## src/hw/rtl/deq_pkg.sv

```systemverilog
// ----------------------------------------------------------------------------
// deq_pkg
// Shared types and constants for the double-ended queue with search.
// ----------------------------------------------------------------------------
package deq_pkg;

  localparam int DEQ_DEPTH   = 16;
  localparam int FUNC_W      = 3;
  localparam int VALUE_W     = 32;
  localparam int STATUS_W    = 2;
  localparam int POSITION_W  = 4;
  localparam int COUNT_W     = 5;

  // input function codes
  localparam logic [FUNC_W-1:0] FN_PUSH_FRONT = 3'd0;
  localparam logic [FUNC_W-1:0] FN_PUSH_BACK  = 3'd1;
  localparam logic [FUNC_W-1:0] FN_POP_FRONT  = 3'd2;
  localparam logic [FUNC_W-1:0] FN_POP_BACK   = 3'd3;
  localparam logic [FUNC_W-1:0] FN_CLEAR      = 3'd4;
  localparam logic [FUNC_W-1:0] FN_FIND       = 3'd5;

  typedef enum logic [2:0] {
    OP_PUSH_FRONT,
    OP_PUSH_BACK,
    OP_POP_FRONT,
    OP_POP_BACK,
    OP_CLEAR,
    OP_FIND,
    OP_NOP
  } op_t;

  typedef enum logic [STATUS_W-1:0] {
    ST_OK        = 2'd0,
    ST_FULL      = 2'd1,
    ST_EMPTY     = 2'd2,
    ST_NOT_FOUND = 2'd3
  } status_t;

  typedef enum logic {
    BK_IDLE,
    BK_FIND
  } back_state_t;

  typedef struct packed {
    op_t                       op;
    logic signed [VALUE_W-1:0] value;
  } cmd_t;

endpackage

```

## src/hw/rtl/double_ended_queue_with_search.sv

```systemverilog
// ----------------------------------------------------------------------------
// double_ended_queue_with_search
// Bounded deque of 32-bit values in a ring store, with a linear search
// from the front. One result transaction per input transaction.
//
//   channel  direction  handshake            payload
//   in_      input      in_valid / in_stall  in_func, in_value
//   out_     output     out_valid/out_stall  out_status, out_position, out_count
//
// Push, pop, clear and unused codes complete in the executor's idle state.
// Find scans one entry per cycle through the store's single read port:
// the scan ends at the first match, or at the last occupied entry if none.
// A two-entry command queue sits between decode and execute.
// Reset clears pointers and counts; the store itself is not cleared.
// Output stall holds the result register and, once the queue fills, in_stall.
// ----------------------------------------------------------------------------
module double_ended_queue_with_search
  import deq_pkg::*;
#(
  parameter int DEPTH = DEQ_DEPTH
) (
  input  logic                       clk,
  input  logic                       rst_n,
  input  logic                       in_valid,
  output logic                       in_stall,
  input  logic [FUNC_W-1:0]          in_func,
  input  logic signed [VALUE_W-1:0]  in_value,
  output logic                       out_valid,
  input  logic                       out_stall,
  output logic [STATUS_W-1:0]        out_status,
  output logic [POSITION_W-1:0]      out_position,
  output logic [COUNT_W-1:0]         out_count
);

  logic cmd_valid;
  logic cmd_take;
  cmd_t cmd;

  deq_front u_front (
    .clk       (clk),
    .rst_n     (rst_n),
    .in_valid  (in_valid),
    .in_stall  (in_stall),
    .in_func   (in_func),
    .in_value  (in_value),
    .cmd_valid (cmd_valid),
    .cmd       (cmd),
    .cmd_take  (cmd_take)
  );

  deq_back #(
    .DEPTH (DEPTH)
  ) u_back (
    .clk          (clk),
    .rst_n        (rst_n),
    .cmd_valid    (cmd_valid),
    .cmd          (cmd),
    .cmd_take     (cmd_take),
    .out_valid    (out_valid),
    .out_stall    (out_stall),
    .out_status   (out_status),
    .out_position (out_position),
    .out_count    (out_count)
  );

endmodule

```

## src/hw/rtl/deq_front.sv

```systemverilog
// ----------------------------------------------------------------------------
// deq_front
// Accepts input transactions, decodes the function code and holds the
// decoded commands in a two-entry queue for the back end.
// ----------------------------------------------------------------------------
module deq_front
  import deq_pkg::*;
(
  input  logic                       clk,
  input  logic                       rst_n,
  input  logic                       in_valid,
  output logic                       in_stall,
  input  logic [FUNC_W-1:0]          in_func,
  input  logic signed [VALUE_W-1:0]  in_value,
  output logic                       cmd_valid,
  output cmd_t                       cmd,
  input  logic                       cmd_take
);

  cmd_t       queue_r [2];
  logic       wr_ptr_r, wr_ptr_nxt;
  logic       rd_ptr_r, rd_ptr_nxt;
  logic [1:0] cnt_r, cnt_nxt;
  logic       push;
  cmd_t       decoded;

  always_comb begin
    decoded.value = in_value;
    unique case (in_func)
      FN_PUSH_FRONT: decoded.op = OP_PUSH_FRONT;
      FN_PUSH_BACK:  decoded.op = OP_PUSH_BACK;
      FN_POP_FRONT:  decoded.op = OP_POP_FRONT;
      FN_POP_BACK:   decoded.op = OP_POP_BACK;
      FN_CLEAR:      decoded.op = OP_CLEAR;
      FN_FIND:       decoded.op = OP_FIND;
      default:       decoded.op = OP_NOP;
    endcase
  end

  assign in_stall  = (cnt_r == 2'd2);
  assign push      = in_valid && !in_stall;
  assign cmd_valid = (cnt_r != 2'd0);
  assign cmd       = queue_r[rd_ptr_r];

  always_comb begin
    wr_ptr_nxt = push ? !wr_ptr_r : wr_ptr_r;
    rd_ptr_nxt = cmd_take ? !rd_ptr_r : rd_ptr_r;
    cnt_nxt    = cnt_r + {1'b0, push} - {1'b0, cmd_take};
  end

  always_ff @(posedge clk) begin
    if (!rst_n) begin
      wr_ptr_r <= 1'b0;
      rd_ptr_r <= 1'b0;
      cnt_r    <= 2'd0;
    end else begin
      wr_ptr_r <= wr_ptr_nxt;
      rd_ptr_r <= rd_ptr_nxt;
      cnt_r    <= cnt_nxt;
    end
  end

  always_ff @(posedge clk) begin
    if (push) begin
      queue_r[wr_ptr_r] <= decoded;
    end
  end

endmodule

```

## src/hw/rtl/deq_back.sv

```systemverilog
// ----------------------------------------------------------------------------
// deq_back
// Executes queued commands on the ring store: pushes, pops, clear and a
// linear search that reads one entry per cycle. Drives the result register.
// ----------------------------------------------------------------------------
module deq_back
  import deq_pkg::*;
#(
  parameter int DEPTH = DEQ_DEPTH
) (
  input  logic                   clk,
  input  logic                   rst_n,
  input  logic                   cmd_valid,
  input  cmd_t                   cmd,
  output logic                   cmd_take,
  output logic                   out_valid,
  input  logic                   out_stall,
  output logic [STATUS_W-1:0]    out_status,
  output logic [POSITION_W-1:0]  out_position,
  output logic [COUNT_W-1:0]     out_count
);

  localparam int IW = (DEPTH > 1) ? $clog2(DEPTH) : 1;
  localparam int CW = $clog2(DEPTH + 1);
  localparam int SW = CW + 1;

  function automatic logic [IW-1:0] ring_slot(input logic [IW-1:0] base,
                                               input logic [CW-1:0] off);
    logic [SW-1:0] sum;
    sum = SW'(base) + SW'(off);
    if (sum >= SW'(DEPTH)) begin
      sum = sum - SW'(DEPTH);
    end
    return sum[IW-1:0];
  endfunction

  logic [VALUE_W-1:0] mem [DEPTH];

  back_state_t        state_r, state_nxt;
  logic [IW-1:0]      front_r, front_nxt;
  logic [CW-1:0]      occ_r, occ_nxt;
  logic [CW-1:0]      iss_r, iss_nxt;
  logic [CW-1:0]      cmp_idx_r, cmp_idx_nxt;
  logic               cmp_vld_r, cmp_vld_nxt;
  logic [VALUE_W-1:0] key_r, key_nxt;
  logic [VALUE_W-1:0] rd_data_r;

  logic               out_valid_r, out_valid_nxt;
  status_t            out_status_r, out_status_nxt;
  logic [POSITION_W-1:0] out_pos_r, out_pos_nxt;
  logic [COUNT_W-1:0] out_count_r, out_count_nxt;

  logic               wr_en;
  logic [IW-1:0]      wr_addr;
  logic [IW-1:0]      rd_addr;
  logic               out_free;
  logic               full;
  logic               empty;
  logic [IW-1:0]      front_dec;
  logic [IW-1:0]      front_inc;

  assign out_free  = !out_valid_r || !out_stall;
  assign full      = (occ_r >= CW'(DEPTH));
  assign empty     = (occ_r == '0);
  assign front_dec = (front_r == '0) ? IW'(DEPTH - 1) : front_r - 1'b1;
  assign front_inc = (front_r == IW'(DEPTH - 1)) ? '0 : front_r + 1'b1;
  assign rd_addr   = ring_slot(front_r, iss_r);

  // next state
  always_comb begin
    state_nxt = state_r;
    unique case (state_r)
      BK_IDLE: begin
        if (cmd_valid && out_free && cmd.op == OP_FIND && !empty) begin
          state_nxt = BK_FIND;
        end
      end
      BK_FIND: begin
        if (cmp_vld_r && ((rd_data_r == key_r) || (cmp_idx_r == occ_r - 1'b1))) begin
          state_nxt = BK_IDLE;
        end
      end
      default: state_nxt = BK_IDLE;
    endcase
  end

  // datapath and outputs
  always_comb begin
    cmd_take       = 1'b0;
    front_nxt      = front_r;
    occ_nxt        = occ_r;
    iss_nxt        = iss_r;
    cmp_idx_nxt    = cmp_idx_r;
    cmp_vld_nxt    = 1'b0;
    key_nxt        = key_r;
    wr_en          = 1'b0;
    wr_addr        = front_dec;
    out_valid_nxt  = out_valid_r && out_stall;
    out_status_nxt = out_status_r;
    out_pos_nxt    = out_pos_r;
    out_count_nxt  = out_count_r;

    unique case (state_r)
      BK_IDLE: begin
        if (cmd_valid && out_free) begin
          cmd_take       = 1'b1;
          out_valid_nxt  = 1'b1;
          out_status_nxt = ST_OK;
          out_pos_nxt    = '0;
          unique case (cmd.op)
            OP_PUSH_FRONT: begin
              if (full) begin
                out_status_nxt = ST_FULL;
              end else begin
                wr_en     = 1'b1;
                wr_addr   = front_dec;
                front_nxt = front_dec;
                occ_nxt   = occ_r + 1'b1;
              end
            end
            OP_PUSH_BACK: begin
              if (full) begin
                out_status_nxt = ST_FULL;
              end else begin
                wr_en   = 1'b1;
                wr_addr = ring_slot(front_r, occ_r);
                occ_nxt = occ_r + 1'b1;
              end
            end
            OP_POP_FRONT: begin
              if (empty) begin
                out_status_nxt = ST_EMPTY;
              end else begin
                front_nxt = front_inc;
                occ_nxt   = occ_r - 1'b1;
              end
            end
            OP_POP_BACK: begin
              if (empty) begin
                out_status_nxt = ST_EMPTY;
              end else begin
                occ_nxt = occ_r - 1'b1;
              end
            end
            OP_CLEAR: begin
              front_nxt = '0;
              occ_nxt   = '0;
            end
            OP_FIND: begin
              if (empty) begin
                out_status_nxt = ST_EMPTY;
              end else begin
                // result comes from the scan
                out_valid_nxt = 1'b0;
                key_nxt       = cmd.value;
                iss_nxt       = '0;
              end
            end
            default: ;
          endcase
          out_count_nxt = COUNT_W'(occ_nxt);
        end
      end
      BK_FIND: begin
        // issue one read per cycle; compare the data read last cycle
        if (iss_r < occ_r) begin
          cmp_vld_nxt = 1'b1;
          cmp_idx_nxt = iss_r;
          iss_nxt     = iss_r + 1'b1;
        end
        if (cmp_vld_r) begin
          if (rd_data_r == key_r) begin
            cmp_vld_nxt    = 1'b0;
            out_valid_nxt  = 1'b1;
            out_status_nxt = ST_OK;
            out_pos_nxt    = POSITION_W'(cmp_idx_r);
            out_count_nxt  = COUNT_W'(occ_r);
          end else if (cmp_idx_r == occ_r - 1'b1) begin
            cmp_vld_nxt    = 1'b0;
            out_valid_nxt  = 1'b1;
            out_status_nxt = ST_NOT_FOUND;
            out_pos_nxt    = '0;
            out_count_nxt  = COUNT_W'(occ_r);
          end
        end
      end
      default: ;
    endcase
  end

  always_ff @(posedge clk) begin
    if (!rst_n) begin
      state_r     <= BK_IDLE;
      front_r     <= '0;
      occ_r       <= '0;
      iss_r       <= '0;
      cmp_vld_r   <= 1'b0;
      out_valid_r <= 1'b0;
    end else begin
      state_r     <= state_nxt;
      front_r     <= front_nxt;
      occ_r       <= occ_nxt;
      iss_r       <= iss_nxt;
      cmp_vld_r   <= cmp_vld_nxt;
      out_valid_r <= out_valid_nxt;
    end
  end

  always_ff @(posedge clk) begin
    cmp_idx_r    <= cmp_idx_nxt;
    key_r        <= key_nxt;
    out_status_r <= out_status_nxt;
    out_pos_r    <= out_pos_nxt;
    out_count_r  <= out_count_nxt;
  end

  // entry store: one write port, one registered read port
  always_ff @(posedge clk) begin
    if (wr_en) begin
      mem[wr_addr] <= cmd.value;
    end
    rd_data_r <= mem[rd_addr];
  end

  assign out_valid    = out_valid_r;
  assign out_status   = out_status_r;
  assign out_position = out_pos_r;
  assign out_count    = out_count_r;

endmodule
```

## config.mk

```make
export PLATFORM = sky130hd
export DESIGN_NAME = double_ended_queue_with_search
export DESIGN_NICKNAME = d
export VERILOG_FILES = /design/src/hw/rtl/deq_pkg.sv /design/src/hw/rtl/double_ended_queue_with_search.sv /design/src/hw/rtl/deq_front.sv /design/src/hw/rtl/deq_back.sv
export SDC_FILE = /design/constraint.sdc
export NUM_CORES = 1
export LEC_CHECK = 0
export ABC_AREA = 1
export BUFFER_PORTS_ARGS = -buffer_cell sky130_fd_sc_hd__buf_2
export CAP_MARGIN = 10
export CORE_MARGIN = 5
export CORE_UTILIZATION = 45
export CTS_CLUSTER_SIZE = 30
export DETAILED_ROUTE_END_ITERATION = 8
export PLACE_DENSITY = 0.56
export SLEW_MARGIN = 15
export SYNTH_ARGS = -nofsm -noshare
export SYNTH_HDL_FRONTEND = slang
export SYNTH_SLANG_ARGS = --single-unit
```

## constraint.sdc

```tcl
create_clock -name clk -period 4.1 [get_ports clk]
set_clock_uncertainty 0.15 [all_clocks]
set_input_delay 0.205 -clock clk [delete_from_list [all_inputs] [get_ports clk]]
set_output_delay 0.205 -clock clk [all_outputs]
set_load 0.05 [all_outputs]
```

==> results of run 1 <==
-- state kept, by name, summed over array words and instances (netlist names), named ones only --
signal and cells:
u_back.iss_r 5, u_front.queue_r 70, u_back.state_r 1, u_back.cmp_vld_r 1, u_back.out_valid 1, u_back.cmp_idx_r 5, u_back.out_count 5, u_front.rd_ptr_r 1
u_back.occ_r 5, u_front.cnt_r 2, u_back.mem 512, u_back.front_r 4, u_back.rd_data_r 32, u_back.out_status 2, u_front.wr_ptr_r 1, u_back.out_position 4
u_back.key_r 32
-- layout make-up --
type                       count  area share, %
clock buffer                 111          6.668
clock inverter                22         0.8607
sequential                   684          63.11
timing repair buffer         131          3.387
multi-input combinational    988          20.29
tap                          782          3.087
inverter                     218          2.602
-- timing repair --
item | 4_1_cts | 5_1_grt
setup endpoints to repair | 0 | 0
endpoints found under the hold margin | 85 | 0
buffers inserted | 0 | 0
hold buffers | 37 | 0
-- metrics by stage --
stage               util, %  instance area, sq um  setup slack, ns  std cells  hold slack [ns]
finish                52.41                 31690           0.8986       2936           0.1055
global route          52.41                 31690           0.6571       2936           0.1539
CTS                   52.41                 31690           0.9069       2936          0.07065
detailed placement    47.85                 28940           0.9199       2766           0.2462
global placement      47.85                 28940           0.9412       2766           0.2427
floorplan                 -                 27530           0.6068       1992           0.1539
-- critical path: cells and delay by family (launching register included) --
kind | cells | cell delay, ns
DFF | 1 | 0.64
buffers and inverters | 1 | 0.27
and+or+nand+nor | 6 | 1.42
AOI/OAI and AO/OA | 2 | 0.40
-- cells in the mapped netlist (23+ instances only) --
library cell                 n
sky130_fd_sc_hd__a21oi_1   150
sky130_fd_sc_hd__buf_2      23
sky130_fd_sc_hd__clkbuf_1   60
sky130_fd_sc_hd__dfxtp_1    54
sky130_fd_sc_hd__edfxtp_1  630
sky130_fd_sc_hd__inv_1     209
sky130_fd_sc_hd__mux2_2     32
sky130_fd_sc_hd__mux2i_1   128
sky130_fd_sc_hd__nand2_1   165
sky130_fd_sc_hd__nand3_1    61
sky130_fd_sc_hd__nor2_1     49
sky130_fd_sc_hd__o211ai_1  131
sky130_fd_sc_hd__o21ai_0   180
sky130_fd_sc_hd__xnor2_1    24
-- routing by layer --
layer | wire length [microns] | vias up
li1 | - | 7469
met1 | 28660 | 7870
met2 | 29640 | 358
met3 | 2700 | 107
met4 | 1528 | 0
met5 | 0 | -
-- worst paths after layout --
kind | start | endpoint | slack, ns | cells after the start
min reg2reg | u_front.rd_ptr_r | flip-flop | 0.30 | 1
max | flip-flop | u_back.mem[7][1] | 0.90 | 9
min | in_valid | u_front.wr_ptr_r | 0.11 | 5
max reg2reg | flip-flop | u_back.mem[7][1] | 0.90 | 9
-- report_power, final --
part / switching, mW / internal [mW] / total [mW]
clock: 2.60 / 3.94 / 6.53
combinational: 5.44 / 2.46 / 7.90
sequential: 0.330 / 8.99 / 9.32
-- logic make-up after synthesis --
group | after synthesis | synth area share, %
AOI/OAI and AO/OA | 481 | 10.13
DFF | 684 | 72.64
and+or+nand+nor | 296 | 4.617
xor gates and xnor gates | 32 | 1.045
buffers and inverters | 320 | 4.681
adders and majority gates | 19 | 0.9180
muxes | 160 | 5.963
==> summary.txt, run 1 <==
Place
  – Number of buffers added on ports: 51
  – Global placer's final weighted congestion: 0.8265
  – Total half-perimeter wirelength after legalization and detailed placement: 35.68 mm

Synthesis
  – Cell taking the most area after synthesis: sky130_fd_sc_hd__edfxtp_1
  – Most used flip-flop cell after synthesis: sky130_fd_sc_hd__edfxtp_1
  – Mapped Cells: 1992
  – Mapped Avg Cell Area: 13.82 sq um
  – Async S/R FF share, synth: 0%
  – Synth top area share: 68.71%
  – Number of synthesized flops with an enable pin: 630
  – Syn nets: 2050
  – FF+latch count, synth: 684
  – Distinct cell type count after synthesis: 44
  – Area of the mapped netlist: 27530 sq um
  – Register area share after synthesis: 72.64%
  – Yosys synthesis warning count: 0
  – Cell types with the largest area share after synthesis: sky130_fd_sc_hd__edfxtp_1 (69%), sky130_fd_sc_hd__mux2i_1 (4.7%), sky130_fd_sc_hd__dfxtp_1 (3.9%), sky130_fd_sc_hd__o211ai_1 (3.6%), sky130_fd_sc_hd__o21ai_0 (3.3%)

Floorplan
  – I/O pin cnt: 52
  – Floorplan die height: 257.3 microns
  – Initial Utilization: 45.53%
  – Cell row count: 90
  – Chip Width: 257.3 microns
  – Die area: 66230 sq um
  – Core Region: 60470 sq um

CTS
  – Number of gates given a new drive strength after cts: 0
  – Number of sinks on the clock net: 684
  – Clock tree from TritonCTS: done
  – H-tree Lvls: 3
  – CTS max path bufs: 3
  – Clock root buffer: sky130_fd_sc_hd__clkbuf_16
  – Source-to-sink clock delay at the later pin of the worst-skew pair: 0.60 ns
  – Post-CTS clock slew at the launch and capture registers of the worst setup and hold paths: 0.06 ns
  – Number of buffers inserted during clock tree synthesis: 73

Setup path
  – Slowest Stage Delay on Critical Path: 0.64 ns
  – Crit-path max FO: 20
  – Slowest stage cell, crit path: sky130_fd_sc_hd__dfxtp_2
  – Required time worst endpoint: 4.24 ns
  – Start-to-end type of the worst setup path: flip-flop to flip-flop
  – Ordered cell list for the critical path: o21ai_2, nor2_4, nand2_4, nor2_8, nand2_4, o21ai_2, nand2_1, nor2_4, buf_12
  – Endpoint arrival time on the critical path: 3.34 ns
  – Critical path startpoint category: flip-flop
  – Category of the worst setup path capture point: flip-flop

Route
  – Count of TritonRoute iterations in the first routing pass: 5
  – Remaining design rule violation count: 0
  – DR iter-0 viols: 1038
  – Antenna viol nets, final: 0
  – WL per Instance: 21.30 microns
  – Total Routed Length: 62.52 mm
  – Via density: 5.383
  – Via count: 15800

Power
  – Peak VDD IR: 0.7592 mV
  – Static Leak: 11.18 nW
  – Power density over the cells: 749.4 nW/um^2
  – Overall Power: 23.75 mW

Global routing
  – Met3 track utilization from global routing: 3.088%
  – First-pass GRT wire length: 95.72 mm
  – Via count of the first global-routing pass: 15870
  – Remaining Overflow, GRT: 0
  – Overall routing resource usage: 18.73%
  – Global routing usage on met2: 30.63%
  – Initial antenna violation count: 1
  – Maximum number of pins on one net before global-route repair: 129
  – Most used routing layer in global routing: met2
  – Met1 track demand over resource: 26.38%

Finish
  – Leading cell types in the layout, fill and taps excluded: sky130_fd_sc_hd__edfxtp_1 (630), sky130_fd_sc_hd__inv_1 (207), sky130_fd_sc_hd__o21ai_0 (180)
  – Multi-input logic area: 6429 sq um
  – Sequential cell area: 20000 sq um
  – Proportion of layout cells with a drive suffix above 1: 12.86%
  – Antenna Cells: 0
  – Nets: 2154
  – Area Overhead vs Synth: 15.11%
  – # fillers: 4993
  – Most common library cell in the layout ignoring fill and taps: sky130_fd_sc_hd__edfxtp_1

Timing
  – Final critical-path required period: 3.201 ns
  – Final period util: 78.08%
  – Final-report setup violation count: 0
  – Final count of pins violating max slew: 0
  – Least-Margin Pin Slew: 0.8124 ns
  – Highest clock rate: 312.4 MHz
  – Sum of negative setup slack: 0 ns
  – Tightest slew margin relative to the limit: 45.71%
  – Final Hold Viols: 0
  – Setup repair after global routing missed its margin: false

Worst hold path
  – Worst min-delay path class: input port to flip-flop

Flow run
  – Maximum Capacitance Violations: 0

Status
  – Outcome: finished clean
(Power assumes the default switching activity.)
==> inputs of run 2 (changes only) <==
- ABC_AREA: 1 -> 0
- clock period: 4.1 -> 3.1 ns (I/O delays scaled with it)
==> run 2 against run 1 <==
Against the previous run:
- final cell count fell by 18%
- global-route usage is essentially flat
- critical path type unchanged
- critical path depth fell by 1
==> summary.txt, run 2 <==
Setup path
  – Critical path startpoint category: flip-flop
  – Slowest stage cell, crit path: sky130_fd_sc_hd__fa_4
  – Slowest Stage Delay on Critical Path: 0.82 ns (+0.18 ns)
  – Endpoint arrival time on the critical path: 3.29 ns (-0.05 ns)
  – Top Family by Delay on Critical Path: adder cells
  – Category of the worst setup path capture point: flip-flop
  – Ordered cell list for the critical path: ha_4, inv_1, fa_4, buf_12, mux4_2, and2_1, a211oi_1, a31oi_1
  – Critical register-to-register path startpoint: u_back.front_r[0]
  – Start-to-end type of the worst setup path: flip-flop to flip-flop
  – Number of buffers and inverters on the critical path: 2 (+1)
  – First element of the critical path: u_back.front_r[0]
  – Required time worst endpoint: 3.40 ns (-0.84 ns)
  – Crit-path max FO: 51 (+160%)

Timing
  – Final count of pins violating max slew: 0 (unchanged)
  – WHS: 0.1374 ns (+0.03190 ns)
  – Final-report setup violation count: 0 (unchanged)
  – Least-Margin Pin Slew: 0.6527 ns (-0.1596 ns)
  – Final Hold Viols: 0 (unchanged)
  – Setup repair after global routing missed its margin: false
  – Sum of negative setup slack: 0 ns (unchanged)
  – Final period util: 96.53% (+18 points)
  – Final critical-path required period: 2.992 ns (-0.2090 ns)
  – Tightest slew margin relative to the limit: 56.38% (+11 points)
  – Highest clock rate: 334.2 MHz (+7.0%)

Finish
  – Largest register FFs: 512 (unchanged)
  – Proportion of layout cells with a drive suffix above 1: 26.98% (+14 points)
  – Largest registers: u_back.mem: 512 flops, u_front.queue_r: 70 flops
  – Multi-input logic area: 6399 sq um (-0.47%)
  – Final Non-Filler Cells: 2393 (-18%)
  – Register with the highest flop count: u_back.mem
  – Nets: 1623 (-25%)
  – Leading cell types in the layout, fill and taps excluded: sky130_fd_sc_hd__edfxtp_1 (630), sky130_fd_sc_hd__mux4_2 (128), sky130_fd_sc_hd__nand2_1 (90)
  – # fillers: 4600 (-7.9%)
  – Area Overhead vs Synth: 18.35%
  – Sequential cell area: 20000 sq um (about the same)
  – Share of the core filled with cells in the final layout: 53.51% (+1.1 points)
  – Antenna Cells: 0 (unchanged)
  – Most common library cell in the layout ignoring fill and taps: sky130_fd_sc_hd__edfxtp_1

Synthesis
  – Number of synthesized flops with an enable pin: 630 (unchanged)
  – Syn nets: 1437 (-30%)
  – Cell taking the most area after synthesis: sky130_fd_sc_hd__edfxtp_1
  – FF+latch count, synth: 684 (unchanged)
  – Mapped Cells: 1379 (-31%)
  – Commonest cells post-synth: sky130_fd_sc_hd__edfxtp_1 (630), sky130_fd_sc_hd__mux4_2 (128), sky130_fd_sc_hd__nand2_1 (90), sky130_fd_sc_hd__dfxtp_1 (54), sky130_fd_sc_hd__xor2_1 (38)
  – Async S/R FF share, synth: 0% (unchanged)
  – Yosys synthesis warning count: 0 (unchanged)
  – Distinct cell type count after synthesis: 62 (+41%)
  – Synth top area share: 71.16% (+2.4 points)
  – Mapped Avg Cell Area: 19.28 sq um (+39%)
  – Count leader, synth: sky130_fd_sc_hd__edfxtp_1
  – Cell types with the largest area share after synthesis: sky130_fd_sc_hd__edfxtp_1 (71%), sky130_fd_sc_hd__mux4_2 (11%), sky130_fd_sc_hd__dfxtp_1 (4.1%), sky130_fd_sc_hd__mux2_2 (1.5%), sky130_fd_sc_hd__nand2_1 (1.3%)
  – Most used flip-flop cell after synthesis: sky130_fd_sc_hd__edfxtp_1
  – Area of the mapped netlist: 26580 sq um (-3.4%)
  – Register area share after synthesis: 75.23% (+2.6 points)

Global routing
  – First-pass GRT wire length: 89.34 mm (-6.7%)
  – Maximum number of pins on one net before global-route repair: 55 (-57%)
  – Remaining Overflow, GRT: 0 (unchanged)
  – Via count of the first global-routing pass: 13790 (-13%)
  – Initial antenna violation count: 0 (-1)
  – Overall routing resource usage: 18.77% (+0.045 points)

Floorplan
  – Initial Utilization: 45.21% (-0.31 points)
  – Floorplan die height: 253.1 microns (-1.7%)
  – I/O pin cnt: 52 (unchanged)
  – Chip Width: 253.1 microns (-1.7%)
  – Die area: 64040 sq um (-3.3%)
  – Core Region: 58800 sq um (-2.8%)
  – Cell row count: 89 (-1.1%)

Worst hold path
  – Worst hold path startpoint: in_value[27]
  – Worst min-delay path class: input port to flip-flop

CTS
  – Post-CTS Setup Bufs: 0 (unchanged)
  – Source-to-sink clock delay at the later pin of the worst-skew pair: 0.59 ns (about the same)
  – Clock root buffer: sky130_fd_sc_hd__clkbuf_16
  – Clock tree from TritonCTS: done
  – Post-CTS clock slew at the launch and capture registers of the worst setup and hold paths: 0.06 ns (about the same)
  – H-tree Lvls: 3 (unchanged)
  – CTS max path bufs: 3 (unchanged)
  – Number of sinks on the clock net: 684 (unchanged)
  – Number of buffers inserted during clock tree synthesis: 71 (-2.7%)

Route
  – WL per Instance: 24.92 microns (+17%)
  – Total Routed Length: 59.62 mm (-4.6%)
  – Remaining design rule violation count: 0 (unchanged)
  – Antenna viol nets, final: 0 (unchanged)
  – DR iter-0 viols: 982 (-5.4%)
  – Via count: 13410 (-15%)
  – Via density: 5.602 (+4.1%)
  – Count of TritonRoute iterations in the first routing pass: 6 (+1)

Power
  – Static Leak: 10.37 nW (-7.3%)
  – Overall Power: 26.53 mW (+12%)
  – Power density over the cells: 843.3 nW/um^2 (+13%)
  – Peak VDD IR: 0.5512 mV (-27%)

Place
  – Global placer's final weighted congestion: 0.8166 (-1.2%)
  – Placed Cells: 2227 (-19%)
  – Total half-perimeter wirelength after legalization and detailed placement: 33.74 mm (-5.4%)
  – Number of buffers added on ports: 51 (unchanged)

Flow run
  – Maximum Capacitance Violations: 0 (unchanged)

Status
  – Outcome: finished clean
run 2: cell type report:
cell class	instances	share of cell area, %
Inverter	19	0.2267
Sequential cell	684	63.58
Clock inverter	22	0.7198
Multi-Input combinational cell	608	20.34
Tap cell	773	3.074
Clock buffer	106	6.292
Timing Repair Buffer	181	5.767
run 2: cells by family after synthesis:
logic type,count (synthesis),share of synthesized area (%)
AOI/OAI and AO/OA,148,3.728
xor gates and xnor gates,49,1.614
adders and majority gates,19,0.9507
buffers and inverters,87,1.483
DFF,684,75.23
muxes,172,12.73
and+or+nand+nor,220,4.264
run 2: what timing repair did:
item                                   in CTS  in global routing
hold buffers                               38                  0
endpoints found under the hold margin     107                  0
resized for setup                           0                  1
setup endpoints to repair                   0                  5
run 2: layer usage:
metal  routed length (microns)  global-route usage (%)  share of wire [%]
met1                     27330                   27.86                 46
met2                     28170                   29.35                 47
met3                      3125                   3.348                5.2
met4                       999                   4.658                1.7
met5                         0                       0                  0
run 2: metrics by stage:
stage          area [sq um]  setup slack [ns]
2_1_floorplan         26670           -0.3700
3_3_place_gp          28880            0.1301
3_5_place_dp          28880            0.1374
4_1_cts               31460            0.1199
5_1_grt               31460          0.003350
6_report              31460            0.1075
run 2: report_power, final:
part	internal (mW)	switching [mW]	leakage, nW
sequential	11.4	0.252	6.15
clock	4.76	3.34	1.07
combinational	2.88	3.88	3.15
run 2: final timing paths:
kind                            end  cells after the start  slack (ns)
max            u_back.rd_data_r[18]                      8        0.11
min          u_front.queue_r[0][27]                      2        0.14
max reg2reg    u_back.rd_data_r[18]                      8        0.11
min reg2reg       u_back.front_r[3]                      2        0.34
